**config.mk**
```make
export PLATFORM = sky130hd
export DESIGN_NAME = mts_decode
export DESIGN_NICKNAME = d
export VERILOG_FILES = /design/src/hdl/mts_pkg.sv /design/src/hdl/mts_decode.sv
export SDC_FILE = /design/constraint.sdc
export NUM_CORES = 1
export LEC_CHECK = 0
export BUFFER_PORTS_ARGS = -buffer_cell sky130_fd_sc_hd__clkbuf_2
export CAP_MARGIN = 25
export CELL_PAD_IN_SITES_DETAIL_PLACEMENT = 1
export CELL_PAD_IN_SITES_GLOBAL_PLACEMENT = 2
export CORE_ASPECT_RATIO = 0.9
export CORE_MARGIN = 4
export CORE_UTILIZATION = 30
export DETAILED_ROUTE_END_ITERATION = 7
export MAX_ROUTING_LAYER = met4
export PLACE_DENSITY = 0.91
export SLEW_MARGIN = 10
export SYNTH_ARGS = -nofsm -noshare
export SYNTH_HDL_FRONTEND = slang
export SYNTH_SLANG_ARGS = --single-unit
export TNS_END_PERCENT = 20
```
**constraint.sdc**
```tcl
create_clock -name vclk -period 7.2
set_input_delay 0.72 -clock vclk [all_inputs]
set_output_delay 0.72 -clock vclk [all_outputs]
set_load 0.02 [all_outputs]
```
**src/hdl/mts_pkg.sv**
```systemverilog
`default_nettype none

package mts_pkg;

  // Stack geometry and value widths.
  localparam int DEPTH       = 1024;
  localparam int VALUE_WIDTH = 32;
  localparam int ENTRY_WIDTH = VALUE_WIDTH + 2;
  localparam int COUNT_WIDTH = $clog2(DEPTH + 1);
  localparam int ADDR_WIDTH  = $clog2(DEPTH);

  typedef logic signed [VALUE_WIDTH-1:0] value_t;
  typedef logic signed [ENTRY_WIDTH-1:0] entry_t;
  typedef logic [COUNT_WIDTH-1:0]        count_t;
  typedef logic [ADDR_WIDTH-1:0]         addr_t;

  // Operation codes carried on the func input.
  typedef enum logic {
    FUNC_PUSH = 1'b0,
    FUNC_POP  = 1'b1
  } func_t;

  // Sequencer states.
  typedef enum logic {
    ST_IDLE,
    ST_POP_WAIT
  } state_t;

  // Values worked out by the decode unit from the push value, the top entry and the minimum.
  typedef struct packed {
    entry_t push_entry;
    value_t push_min;
    value_t pop_min;
    value_t top_decoded;
  } update_t;

endpackage

`default_nettype wire

```
**src/hdl/mts_decode.sv**
```systemverilog
`default_nettype none

module mts_decode (
  input  wire logic             empty,
  input  wire mts_pkg::value_t  push_value,
  input  wire mts_pkg::entry_t  top_entry,
  input  wire mts_pkg::value_t  cur_min,
  output mts_pkg::update_t      upd
);

  import mts_pkg::*;

  entry_t x_ext;
  entry_t min_ext;
  entry_t enc_entry;
  entry_t restored;
  logic   push_below;
  logic   top_encoded;

  // Widen both operands so the doubling cannot overflow.
  assign x_ext   = {{(ENTRY_WIDTH-VALUE_WIDTH){push_value[VALUE_WIDTH-1]}}, push_value};
  assign min_ext = {{(ENTRY_WIDTH-VALUE_WIDTH){cur_min[VALUE_WIDTH-1]}}, cur_min};

  // A push below the minimum stores 2*value - old minimum.
  assign push_below = push_value < cur_min;
  assign enc_entry  = (x_ext <<< 1) - min_ext;

  // An entry below the minimum is encoded; popping it restores the old minimum.
  assign top_encoded = top_entry < min_ext;
  assign restored    = (min_ext <<< 1) - top_entry;

  always_comb begin
    if (empty || !push_below) begin
      upd.push_entry = x_ext;
      upd.push_min   = empty ? push_value : cur_min;
    end else begin
      upd.push_entry = enc_entry;
      upd.push_min   = push_value;
    end
    upd.pop_min     = top_encoded ? restored[VALUE_WIDTH-1:0] : cur_min;
    upd.top_decoded = top_encoded ? cur_min : top_entry[VALUE_WIDTH-1:0];
  end

endmodule

`default_nettype wire

```
[Word-level counts from Yosys, hierarchy flattened]
Index checks and enable logic that the tools add are counted.
Storage, ports and cells
  word-level logic and storage cells: 10
  output and inout bits: 130
  bits of input ports: 99
  flip-flop bits (word level): 0
Operators by class
  $add $sub $neg: 2
  mux-type cells: 4
  reductions and logical operators: 2
  order comparisons: 2
Operator list (number)
  $mux 32: 3
  $mux 66: 1
  $lt 34x32->1: 1
  $sub 33x32->34: 1
  $lt 32x32->1: 1
  $sub 32x32->32: 1
  $logic_not 1->1: 1
  $logic_or 1x1->1: 1

[Longest topological paths before layout]
  depth in word-level cells: 4
  depth in mapped cells: 13
  depth with buffers taken out: 11

[Least setup slack after synthesis]
OpenSTA, ideal clock, no wires.
  path kind: input -> output
  start: in cur_min[13]
  end: out upd[100] in the netlist's numbering
  buffers on the path: 2
  stages on the path: 12
  arrival time: 3239 ps
  slack: 3241 ps
  cells stage by stage: inv_1 > ha_1 > a211oi_1 > nor2_1 > a2111oi_0 > o2111ai_1 > o21ai_0 > xnor2_1 > nand2b_1 > buf_2 > clkbuf_1 > o21ai_0
RTL lines
  from (decl): RTL line mts_decode.sv:7  | input wire mts_pkg::value_t cur_min,
  to (decl): RTL line mts_decode.sv:8  | output mts_pkg::update_t upd

==> results.cfg <==
[outcome]
status = complete, no violations

[yosys]
syn_avg_cell_area_sq_um = 7.29
synth_cells = 829
ys.warnings.count = 0
synth.distinct_cells = 56
netlist_area_sq_um = 6050
seq_area_frac_synth = 0
synth_nets = 1055

[worst_setup_path]
arrival_ps = 4670
worstPathCellList = clkbuf_2 -> inv_1 -> ha_1 -> a211oi_1 -> nor2_1 -> a2111oi_0 -> o2111ai_1 -> o21ai_0 -> xnor2_1 -> nand2b_2 -> buf_12 -> o21ai_0 -> clkbuf_2
cp-start-kind = primary input
critPathMaxStageDelay_ps = 760
crit_type = in -> out
cp_max_fo = 38
crit_required_ps = 6480
slowest_stage = a2111oi_0
end_kind = output port

[global_routing]
top_usage_layer = met2
use_met1 = 0.305
overflow = 0
grt_start_max_net_pins = 39
grt_use_total = 0.208
grt_pass1_wl_um = 37500
use_met2 = 0.334
grtUsageMet3 = 0.0133
grt_pass1_vias = 7044
antenna_found_initial = 0

[routing]
drt-initial-drc-count = 313
vias = 7039
drtAntennaViolNets = 0
vias_per_cell = 5.47
wl_um = 24200
dr.pass1.iters = 5
drc_errors = 0
avgRoutedWirePerCell_um = 18.8

[final_layout]
area_growth_pct = 23.7
drive_gt1_frac = 0.268
seq_cells = 0
diodes = 0
fin_nets = 1266
seq_area_sq_um = 0
most-common-layout-cells = clkbuf_2 (229), ha_1 (125), nand2_1 (84), a21oi_1 (76), o21ai_0 (71)
nClkBuffers = 0
layout_commonest_cell = clkbuf_2
fin_cells = 1288

[clock_network]
hold_buffers = 0
cts_setup_buffers = 0
post_cts_resized = 0

[sta]
drv_slew = 0
setup-violations-final = 0
worstMarginPinSlew_ps = 843
relSlewSlack = 0.424
setup_slack_ps = 1810
fin_crit_ps = 5390
setup_tns_ps = 0
hold_viol_final = 0
fmax_ghz = 0.186
rsz0062_at_grt = false
fin_crit_sh = 0.748

[place]
gp_congestion = 0.892
hpwlAfterDp_um = 21400
pre_cts_slack_ps = 1880
dp_cells = 1288
portBuffers = 229

[pwr]
comb_power_share = 1.000
ir_drop_mv = 0.0530
p_switching_uw = 619
swShare = 0.623
leakage_uw = 0.00407
p_clk_frac = 0
p_total_uw = 993
powerDensity_nw_per_um2 = 133
p_int_uw = 375
p_seq_frac = 0

[die]
design.die.area_sq_um = 22500
die_h_um = 143
initial_core_util = 0.310
std_cell_rows = 48
fp.dieW_um = 158
top_level_ports = 229
coreArea_sq_um = 19500

[run]
maxCapViolations = 0

[worst_hold_path]
min_to = upd[8]
hp-class = in -> out
worstHoldStart = top_entry[8]
worstHoldPathCells = 4
-- power by group through the flow --
stage                     clock network, uW  registers (uW)  logic [uW]
after floorplan                           0               0         671
after global placement                    0               0         977
after detailed placement                  0               0         996
after CTS                                 0               0        1000
after global routing                      0               0        1080
final                                     0               0         993
-- per-layer routing --
metal | part of all wire | up-vias
met4 | 0.0028 | 0
met1 | 0.50 | 3355
met5 | 0 | -
met2 | 0.45 | 179
li1 | - | 3497
met3 | 0.043 | 8
-- per-stage QoR --
stage / instance area, sq um / utilization / hold slack (ps)
floorplan: 6050 / - / 1620
global placement: 7440 / 0.381 / 1810
detailed placement: 7480 / 0.383 / 1820
CTS: 7480 / 0.383 / 1820
global route: 7480 / 0.383 / 1850
finish: 7480 / 0.383 / 1820
-- cell type report --
cell class | count | area, sq um
inverter | 67 | 251
fill | 2565 | 12000
multi-input combinational | 738 | 5700
tap | 250 | 313
timing repair buffer | 233 | 1210
-- kinds of logic after synthesis --
kind of cell,after synthesis,share of synthesized area
adder cells (fa/ha/maj),127,0.265
XOR/XNOR,57,0.0826
AO/OA/AOI/OAI,265,0.276
AND/OR/NAND/NOR,192,0.146
multiplexers,97,0.169
buffers and inverters,91,0.0612
-- worst max-delay path by stage --
stage | cells past startpoint | to | start | slack, ps
3_3_place_gp | 12 | upd[113] | cur_min[13] | 1700
2_1_floorplan | 12 | upd[100] | cur_min[13] | 3240
6_report | 13 | upd[111] | cur_min[13] | 1810
3_5_place_dp | 13 | upd[111] | cur_min[13] | 1880
5_1_grt | 13 | upd[111] | cur_min[13] | 1620
4_1_cts | 13 | upd[111] | cur_min[13] | 1880
-- synthesized netlist by cell type (all sizes together) (3+ instances only) --
| master | number | share of area |
|---|---|---|
| a2111oi | 4 | 0.0058 |
| a211o | 3 | 0.0043 |
| a211oi | 11 | 0.014 |
| a21boi | 4 | 0.0050 |
| a21o | 37 | 0.046 |
| a21oi | 76 | 0.063 |
| a221oi | 4 | 0.0058 |
| a31oi | 6 | 0.0062 |
| and3 | 9 | 0.0093 |
| buf | 15 | 0.014 |
| clkbuf | 9 | 0.0056 |
| ha | 125 | 0.26 |
| inv | 67 | 0.042 |
| mux2 | 40 | 0.074 |
| mux2i | 57 | 0.094 |
| nand2 | 84 | 0.052 |
| nand2b | 7 | 0.0072 |
| nand3 | 11 | 0.0091 |
| nand4 | 11 | 0.011 |
| nor2 | 37 | 0.023 |
| nor2b | 8 | 0.0083 |
| nor3 | 12 | 0.0099 |
| o2111ai | 4 | 0.0058 |
| o211ai | 3 | 0.0037 |
| o21a | 11 | 0.014 |
| o21ai | 71 | 0.059 |
| o21bai | 7 | 0.0087 |
| o221ai | 3 | 0.0043 |
| o31a | 3 | 0.0043 |
| o31ai | 4 | 0.0050 |
| xnor2 | 25 | 0.036 |
| xor2 | 32 | 0.046 |
-- critical path: cells and delay by family --
family,cells,cell delay (ps)
adder cells (fa/ha/maj),1,290
AND/OR/NAND/NOR,2,490
XOR/XNOR,1,280
buffers and inverters,4,840
AO/OA/AOI/OAI,5,2020
Power figures use the tool's default switching activity.
