`src/hdl/mts_ram.sv`:
```
`default_nettype none

module mts_ram #(
  parameter int WIDTH = 8,
  parameter int DEPTH = 16
) (
  input  wire logic                     clk,
  input  wire logic                     we,
  input  wire logic [$clog2(DEPTH)-1:0] waddr,
  input  wire logic [WIDTH-1:0]         wdata,
  input  wire logic                     re,
  input  wire logic [$clog2(DEPTH)-1:0] raddr,
  output logic      [WIDTH-1:0]         rdata
);

  logic [WIDTH-1:0] mem [DEPTH];

  // One write port and one read port with registered read data.
  always_ff @(posedge clk) begin
    if (we) begin
      mem[waddr] <= wdata;
    end
    if (re) begin
      rdata <= mem[raddr];
    end
  end

endmodule

`default_nettype wire

```
`config.mk`:
```
export PLATFORM = sky130hd
export DESIGN_NAME = mts_ram
export DESIGN_NICKNAME = d
export VERILOG_FILES = /design/src/hdl/mts_ram.sv
export SDC_FILE = /design/constraint.sdc
export NUM_CORES = 1
export LEC_CHECK = 0
export BUFFER_PORTS_ARGS = -buffer_cell sky130_fd_sc_hd__buf_2
export CORE_MARGIN = 2
export CORE_UTILIZATION = 60
export DETAILED_ROUTE_END_ITERATION = 7
export PLACE_DENSITY_LB_ADDON = 0.3
export SYNTH_ARGS = -nofsm -noshare
export SYNTH_HDL_FRONTEND = slang
export SYNTH_SLANG_ARGS = --single-unit
```
`constraint.sdc`:
```
create_clock -name clk -period 1.85 [get_ports clk]
set_input_delay 0.0925 -clock clk [delete_from_list [all_inputs] [get_ports clk]]
set_output_delay 0.0925 -clock clk [all_outputs]
set_load 0.01 [all_outputs]
```
# ---- After elaboration in Yosys (flattened, before gate mapping)
# Memory sizes are Yosys's and may differ from the RTL's. A register that Yosys moved wholly into a read port is not among the register bits.
# Index checks and enable logic that the tools add are counted.
dict set report classes {
  muxes 2
}
# cell count
set ops {}
lappend ops {{$mux W1} 2}
dict set report word_totals {
  ff_bits 0
  mem_bits_rw 128
  in_bits 19
  output_inout_bits 8
  elab_cells 3
  mem_count 1
}
# memory depth width read_ports rd_ports_with_merged_regs write_ports line
set memory_table {}
lappend memory_table {mem 16 8 1 1 1 16} ;# logic [WIDTH-1:0] mem [DEPTH];

# ---- Longest topological paths before layout
# Gate-level depths: netlist of the first run.
dict set report logic_depth {
  word_depth 2
  mapped_depth 5
  mapped_depth_nobuf 3
}

# ---- Least setup slack after synthesis of the first run
# OpenSTA, ideal clock, no wires.
dict set report synth_path {
  kind {input -> register}
  from {input waddr[2]}
  to {memory mem[0][0], enable pin}
  setup_ps 383
  t_arrival_ps 1202
  required_ps 1467
  setup_slack_ps 265
  path_stages 2
  n_path_buf 0
  cell_sequence {or3b_2 nor3_1}
}
# item line
set synth_lines {}
lappend synth_lines {{start: declaration} 9} ;# input wire logic [$clog2(DEPTH)-1:0] waddr,
lappend synth_lines {{end: declaration} 16}
# No word-level cell before the write port.

==> results of run 1 <==
## power breakdown
part | switching (mW) | total, mW | internal, mW
Clock | 1.25 | 3.31 | 2.06
Sequential | 0.0204 | 3.49 | 3.47
Combinational | 0.190 | 0.342 | 0.153
## final cells by class
type | count | share of cell area (%)
clock inverter | 14 | 2.73
clock buffer | 18 | 6.66
multi-input combinational | 83 | 16.8
tap | 108 | 2.15
sequential | 136 | 65.1
timing repair buffer | 57 | 6.54
## per-stage QoR
stage,hold slack [ns],utilization (%),total power [mW],instance area [um2]
5_1_grt,0.173,73.0,7.33,6280
3_3_place_gp,0.481,65.1,3.87,5600
6_report,0.155,73.0,7.15,6280
3_5_place_dp,0.478,65.1,3.88,5600
2_1_floorplan,0.191,-,3.73,5230
4_1_cts,0.133,73.0,7.20,6280
## kinds of logic after synthesis
logic type | synth area share, %
flops | 78.1
simple gates | 3.14
buf+inv | 1.65
compound gates | 2.30
mux | 14.8
## flip-flops by register name (all words and copies together) (netlist names)
name   count
rdata      8
mem      128
## synth_stat cells, drive strengths merged
cell / count / area share, %
nand2b: 2 / 0.24
buf: 7 / 1.1
nor2: 13 / 0.93
mux4: 32 / 15
and2: 1 / 0.12
nand3b: 2 / 0.29
nor3: 4 / 0.38
edfxtp: 136 / 78
a22oi: 16 / 2.3
nor2b: 1 / 0.12
nand3: 1 / 0.096
and2b: 1 / 0.14
nand2: 9 / 0.65
or3b: 1 / 0.17
clkdlybuf4s25: 3 / 0.57
## timing repair
action	CTS	global route
hold endpoints to repair	136	0
resized for setup	0	0
hold buffers	9	0
## routing by layer
metal  vias to the layer above  GRT usage [%]
li1                       1114              -
met1                      1329           33.8
met2                        83           37.3
met3                        12           5.25
met4                         0           9.40
met5                         -              0
## critical path: cells and delay by family, from the launching register on
family	cells	cell delay (ns)
AO/OA/AOI/OAI	1	0.27
multiplexers	1	0.55
flip-flops	1	0.40
AND/OR/NAND/NOR	1	0.09
## worst max path at each step
stage                             start             endpoint  slack [ns]
floorplan                      waddr[2]  mem[0][0]$_DFFE_PP_        0.26
global placement               raddr[0]   rdata[4]$_DFFE_PP_        0.18
detailed placement             raddr[0]   rdata[4]$_DFFE_PP_        0.16
CTS                 mem[1][3]$_DFFE_PP_   rdata[3]$_DFFE_PP_        0.27
global route        mem[1][3]$_DFFE_PP_   rdata[3]$_DFFE_PP_        0.19
finish              mem[1][3]$_DFFE_PP_   rdata[3]$_DFFE_PP_        0.30
==> flow_metrics.env, run 1 <==
export IMPL_finalNetCount=314
export IMPL_dp_hpwl_mm=5.89
export IMPL_grt_start_max_net_pins=23
export IMPL_clock_sinks=136
export IMPL_die_area_um2=9480
export IMPL_timing_final_ws_setup_ns=0.300
export IMPL_htree_num_levels=4
export IMPL_place_congestion=0.719
export IMPL_clockBufferDepth=2
export IMPL_coreArea_um2=8590
export IMPL_syn_num_nets=248
export IMPL_place_ws_ns=0.158
export IMPL_power_density_nw_per_um2=1140
export IMPL_hold_start="waddr[0]"
export IMPL_grt_usage_pct=23.9
export IMPL_wirelength_mm=10.3
export IMPL_synth_seq_cells=136
export IMPL_outcome="finished, final reports clean"
export IMPL_final_setup_viol_count=0
export IMPL_grt_pass1_wl_mm=16.0
export IMPL_max_slew_worst_pin_slew_ns=0.415
export IMPL_dr_pass1_iters=4
export IMPL_seq_area_frac_synth_pct=78.1
export IMPL_rr_worst_depth=3
export IMPL_overflow=0
export IMPL_clk_insertion_delay_late_ns=0.51
export IMPL_finalHoldViolCount=0
export IMPL_skew_ns=0.00833
export IMPL_die_h_um=97.3
export IMPL_regArea_um2=4080
export IMPL_critPathMaxStageDelay_ns=0.55
export IMPL_worstSetupStartpointType="register"
export IMPL_n_antenna_cell=0
export IMPL_cp_max_fo=1
export IMPL_io_buffer_count=26
export IMPL_numCtsBuffers=17
export IMPL_drv_slew=0
export IMPL_min_period_over_period_pct=83.8
export IMPL_postCtsSetupBuffers=0
export IMPL_dr_max_layer_used="met4"
export IMPL_slew_headroom_pct=72.3
export IMPL_critPathSlowestCell="mux4_1"
export IMPL_fmax_mhz=645
export IMPL_die_w_um=97.3
export IMPL_ir_drop_v=0.000605
export IMPL_root_buffer="clkbuf_8"
export IMPL_hold_path_end="mem[0][4]$_DFFE_PP_"
export IMPL_drc=0
export IMPL_antenna_found_initial=0
export IMPL_synthDistinctLibCells=18
export IMPL_reg2reg_from="mem[1][3]$_DFFE_PP_"
export IMPL_routed_wl_met3_um=524
export IMPL_avgSynthCellArea_um2=22.8
export IMPL_drive_above_1_share_pct=31.5
export IMPL_layout_cells_non_filler=416
export IMPL_cts_reportedPaths_clkPinSlew_ns=0.06
export IMPL_rsz0062_at_grt="false"
export IMPL_finalCriticalPeriod_ns=1.55
export IMPL_whs_path_depth=3
export IMPL_ios=27
export IMPL_layout_cells_most_common="edfxtp_1"
export IMPL_vias=2538
export IMPL_grt_pass1_vias=2719
export IMPL_drt_iter0_drc=255
export IMPL_synth_area_um2=5230
export IMPL_via_per_inst=6.10
export IMPL_drt_met1_wl_mm=4.27
export IMPL_crit_chain="mux4_1 > a22oi_1 > nand2_1"
export IMPL_start_util_pct=60.8
export IMPL_drtAntennaViolNets=0
export IMPL_wl_met2_mm=5.37
export IMPL_tns_ns=0
export IMPL_reg2reg_slack_ns=0.30
export IMPL_post_drt_wl_per_cell_um=24.9
export IMPL_area_growth_pct=20.1
export IMPL_fillers=497
export IMPL_mostFrequentLayoutCells="136 x edfxtp_1, 26 x buf_2, 20 x buf_4, 18 x mux4_2"
export IMPL_max_cap_viol_count=0
export IMPL_rows=34
export IMPL_critPathRequiredTime_ns=2.11
export IMPL_rr_endpoint="rdata[3]$_DFFE_PP_"
export IMPL_dp_cells=375
export IMPL_cp_arrival_ns=1.81
export IMPL_end_kind="register"
export IMPL_synth_cells=229
export IMPL_leakagePower_nw=2.16
export IMPL_yosysWarnings=0
export IMPL_cts_tree="done"
export IMPL_hp_class="input pin to register"
export IMPL_crit_type="register to register"
export IMPL_multiInputGateArea_um2=1060
(Power assumes the default switching activity.)
==> inputs of run 2 (changes only) <==
--- a/config.mk
+++ b/config.mk
@@ -5,9 +5,10 @@
 export SDC_FILE = /design/constraint.sdc
 export NUM_CORES = 1
 export LEC_CHECK = 0
+export ABC_AREA = 1
 export BUFFER_PORTS_ARGS = -buffer_cell sky130_fd_sc_hd__buf_2
 export CORE_MARGIN = 2
-export CORE_UTILIZATION = 60
+export CORE_UTILIZATION = 61
 export DETAILED_ROUTE_END_ITERATION = 7
 export PLACE_DENSITY_LB_ADDON = 0.3
 export SYNTH_ARGS = -nofsm -noshare
==> constraint.sdc (replaced) <==
create_clock -name clk -period 1.6 [get_ports clk]
set_input_delay 0.08 -clock clk [delete_from_list [all_inputs] [get_ports clk]]
set_output_delay 0.08 -clock clk [all_outputs]
set_load 0.01 [all_outputs]
==> run 2 against run 1 <==
Compared with the run above:
- die area is 9.6% higher
- sequential cell count stayed put
- global-route usage is 2.1 points higher
- worst hold slack worse by 0.14 ns
- largest power group unchanged
- non-clock buffer count is 4 lower
- synthesized cell count is 140% higher
- clock power is 7.9% higher
- setup slack better by 0.15 ns
- sequential power is 16% higher
- clock skew is 0.0045 ns lower
- sequential share of layout area is 4.8 points lower
- critical path type unchanged
- fmax is 35% higher
==> flow_metrics.env, run 2 <==
export IMPL_synth_edf_count=136
export IMPL_yosys_area_share_simple_pct=20.8
export IMPL_drt_iter0_drc=374
export IMPL_yosysWarnings=0
export IMPL_dp_cells=705
export IMPL_cp_arrival_ns=1.40
export IMPL_max_cap_viol_count=0
export IMPL_clockBufferDepth=2
export IMPL_hold_path_end="mem[7][6]$_DFFE_PP_"
export IMPL_via_per_inst=5.29
export IMPL_synth_cells=551
export IMPL_power_density_nw_per_um2=1200
export IMPL_ios=27
export IMPL_rows=35
export IMPL_synth_compound_area_share_pct=0
export IMPL_finalCriticalPeriod_ns=1.15
export IMPL_syn_num_nets=570
export IMPL_layout_cells_most_common="nand2_1"
export IMPL_yosys_area_share_adder_pct=0
export IMPL_power_mw=8.10
export IMPL_critPathRequiredTime_ns=1.86
export IMPL_htree_num_levels=4
export IMPL_rr_endpoint="rdata[5]$_DFFE_PP_"
export IMPL_crit_type="register to register"
export IMPL_fmax_mhz=870
export IMPL_layout_cells_non_filler=740
export IMPL_place_congestion=0.841
export IMPL_async_flop_share_pct=0
export IMPL_avgSynthCellArea_um2=10.6
export IMPL_grt_pass1_wl_mm=19.5
export IMPL_fin_area_um2=6770
export IMPL_critPathBufInv=1
export IMPL_coreArea_um2=9280
export IMPL_largest_reg_flops=128
export IMPL_rr_worst_depth=6
export IMPL_yosysTopAreaCell="edfxtp_1"
export IMPL_io_buffer_count=26
export IMPL_synth_area_um2=5850
export IMPL_dr_pass1_iters=5
export IMPL_slew_headroom_pct=59.4
export IMPL_drc=0
export IMPL_die_area_um2=10400
export IMPL_critPathMaxStageDelay_ns=0.38
export IMPL_rsz0062_at_grt="false"
export IMPL_grt_usage_pct=26.0
export IMPL_cts_tree="done"
export IMPL_hold_start="wdata[6]"
export IMPL_dp_hpwl_mm=7.51
export IMPL_fillers=640
export IMPL_cp_max_fo=1
export IMPL_numCtsBuffers=17
export IMPL_synthXorXnorAreaFrac_pct=0
export IMPL_reg_top3="mem x128, rdata x8"
export IMPL_area_growth_pct=15.8
export IMPL_place_area_um2=6180
export IMPL_grt_start_max_net_pins=44
export IMPL_cts_reportedPaths_clkPinSlew_ns=0.06
export IMPL_wirelength_mm=12.3
export IMPL_synth_top_family_by_area="simple AND/OR/NAND/NOR gates"
export IMPL_muxShareOfSynthArea_pct=0
export IMPL_tns_ns=0
export IMPL_overflow=0
export IMPL_ir_drop_v=0.00105
export IMPL_synthDistinctLibCells=11
export IMPL_max_flop_register="mem"
export IMPL_synthTopCellsByCount="173 x nand2_1, 136 x edfxtp_1, 100 x inv_1"
export IMPL_critPathSlowestCell="edfxtp_1"
export IMPL_root_buffer="clkbuf_8"
export IMPL_finalNetCount=618
export IMPL_crit_top_cell="nand3_1"
export IMPL_seq_power_share_pct=49.8
export IMPL_reg2reg_slack_ns=0.45
export IMPL_critPathTopFamily="simple AND/OR/NAND/NOR gates"
export IMPL_vias=3915
export IMPL_die_w_um=102
export IMPL_p_int_mw=6.36
export IMPL_hp_class="input pin to register"
export IMPL_mostFrequentLayoutCells="173 x nand2_1, 136 x edfxtp_1, 100 x inv_1, 97 x nand3_1, 26 x buf_2"
export IMPL_grt_pass1_vias=3769
export IMPL_crit_chain="inv_1 > nand2_1 > nand3_1 > nand3_1 > nand3_1 > nand2_1"
export IMPL_drv_slew=0
export IMPL_min_period_over_period_pct=71.8
export IMPL_synth_most_common_cell="nand2_1"
export IMPL_post_drt_wl_per_cell_um=16.6
export IMPL_n_antenna_cell=0
export IMPL_max_slew_worst_pin_slew_ns=0.608
export IMPL_clk_insertion_delay_late_ns=0.50
export IMPL_synth_seq_cells=136
export IMPL_final_setup_viol_count=0
export IMPL_die_h_um=102
export IMPL_drtAntennaViolNets=0
export IMPL_drive_above_1_share_pct=13.1
export IMPL_end_kind="register"
export IMPL_antenna_found_initial=0
export IMPL_seq_area_frac_synth_pct=69.8
export IMPL_postCtsSetupBuffers=0
export IMPL_outcome="finished, final reports clean"
export IMPL_leakagePower_nw=2.94
export IMPL_clkPwrFrac_pct=44.0
export IMPL_p_comb_share_pct=6.2
export IMPL_switchingPower_mw=1.74
export IMPL_skew_ns=0.00385
export IMPL_reg2reg_from="mem[7][5]$_DFFE_PP_"
export IMPL_finalHoldViolCount=0
export IMPL_synth_top_cells_by_area="edfxtp_1 70%, nand2_1 11%, nand3_1 8.3%, inv_1 6.4%, buf_6 1.2%"
export IMPL_start_util_pct=63.0
export IMPL_synthFlopType="edfxtp_1"
export IMPL_whs_path_depth=1
export IMPL_worstSetupStartpointType="register"
export IMPL_clock_sinks=136
export IMPL_swShare_pct=21.5
export IMPL_yosys_area_top_type_share_pct=69.8
## run 2: cell types whose count changed in the layout (fill, tap and decap cells not counted), sizes merged, moves of 2 or more
cell,before,now
nand2,9,173
inv,3,102
nand3,1,97
mux4,32,0
a22oi,16,0
dlygate4sd3,9,4
nor2,13,17
nor3,4,0
clkinv,6,8
nand2b,2,0
## run 2: worst max-delay path by stage
stage                   startpoint                    to  slack [ns]  cells after the start
2_1_floorplan             waddr[2]  mem[10][0]$_DFFE_PP_        0.57                      2
3_3_place_gp              raddr[1]    rdata[6]$_DFFE_PP_        0.29                      6
3_5_place_dp              raddr[1]    rdata[5]$_DFFE_PP_        0.27                      6
4_1_cts        mem[7][5]$_DFFE_PP_    rdata[5]$_DFFE_PP_        0.45                      6
5_1_grt        mem[1][3]$_DFFE_PP_    rdata[3]$_DFFE_PP_        0.35                      6
6_report       mem[7][5]$_DFFE_PP_    rdata[5]$_DFFE_PP_        0.45                      6
## run 2: stage by stage
| stage | util, % | setup WS (ns) | hold WS [ns] |
|---|---|---|---|
| finish | 73.0 | 0.451 | 0.0148 |
| global route | 73.0 | 0.352 | 0.00314 |
| global placement | 66.6 | 0.289 | 0.431 |
| floorplan | - | 0.569 | 0.179 |
| CTS | 73.0 | 0.449 | 0.00302 |
| detailed placement | 66.6 | 0.265 | 0.438 |
## run 2: final cells by class
cell class / count / area (um2) / area share, %
Clock inverter: 13 / 133 / 1.96
Sequential cell: 136 / 4080 / 60.3
Multi-Input combinational cell: 289 / 1210 / 17.9
Clock buffer: 18 / 418 / 6.17
Tap cell: 129 / 161 / 2.38
Inverter: 102 / 383 / 5.65
Timing Repair Buffer: 53 / 380 / 5.62
## run 2: kinds of logic after synthesis
| group | count (synthesis) |
|---|---|
| AND/OR/NAND/NOR | 289 |
| flip-flops | 136 |
| buffers and inverters | 126 |
## run 2: what timing repair did
action	4_1_cts	5_1_grt
hold buffers	4	0
hold endpoints to repair	46	0
setup endpoints to repair	0	0
gates resized for setup	0	0
## run 2: power by group through the flow
stage / clock (mW) / sequential (mW) / combinational (mW)
global placement: 0 / 4.11 / 0.479
floorplan: 0 / 4.11 / 0.281
CTS: 3.60 / 4.04 / 0.498
finish: 3.57 / 4.04 / 0.499
global route: 3.77 / 4.04 / 0.555
detailed placement: 0 / 4.11 / 0.487
## run 2: layer usage
metal	GRT usage, %	up-vias	part of all wire [%]
met4	9.85	0	2.7
met3	5.95	27	8.5
met2	41.1	189	49
met5	0	-	0
li1	-	1876	-
met1	35.9	1823	40
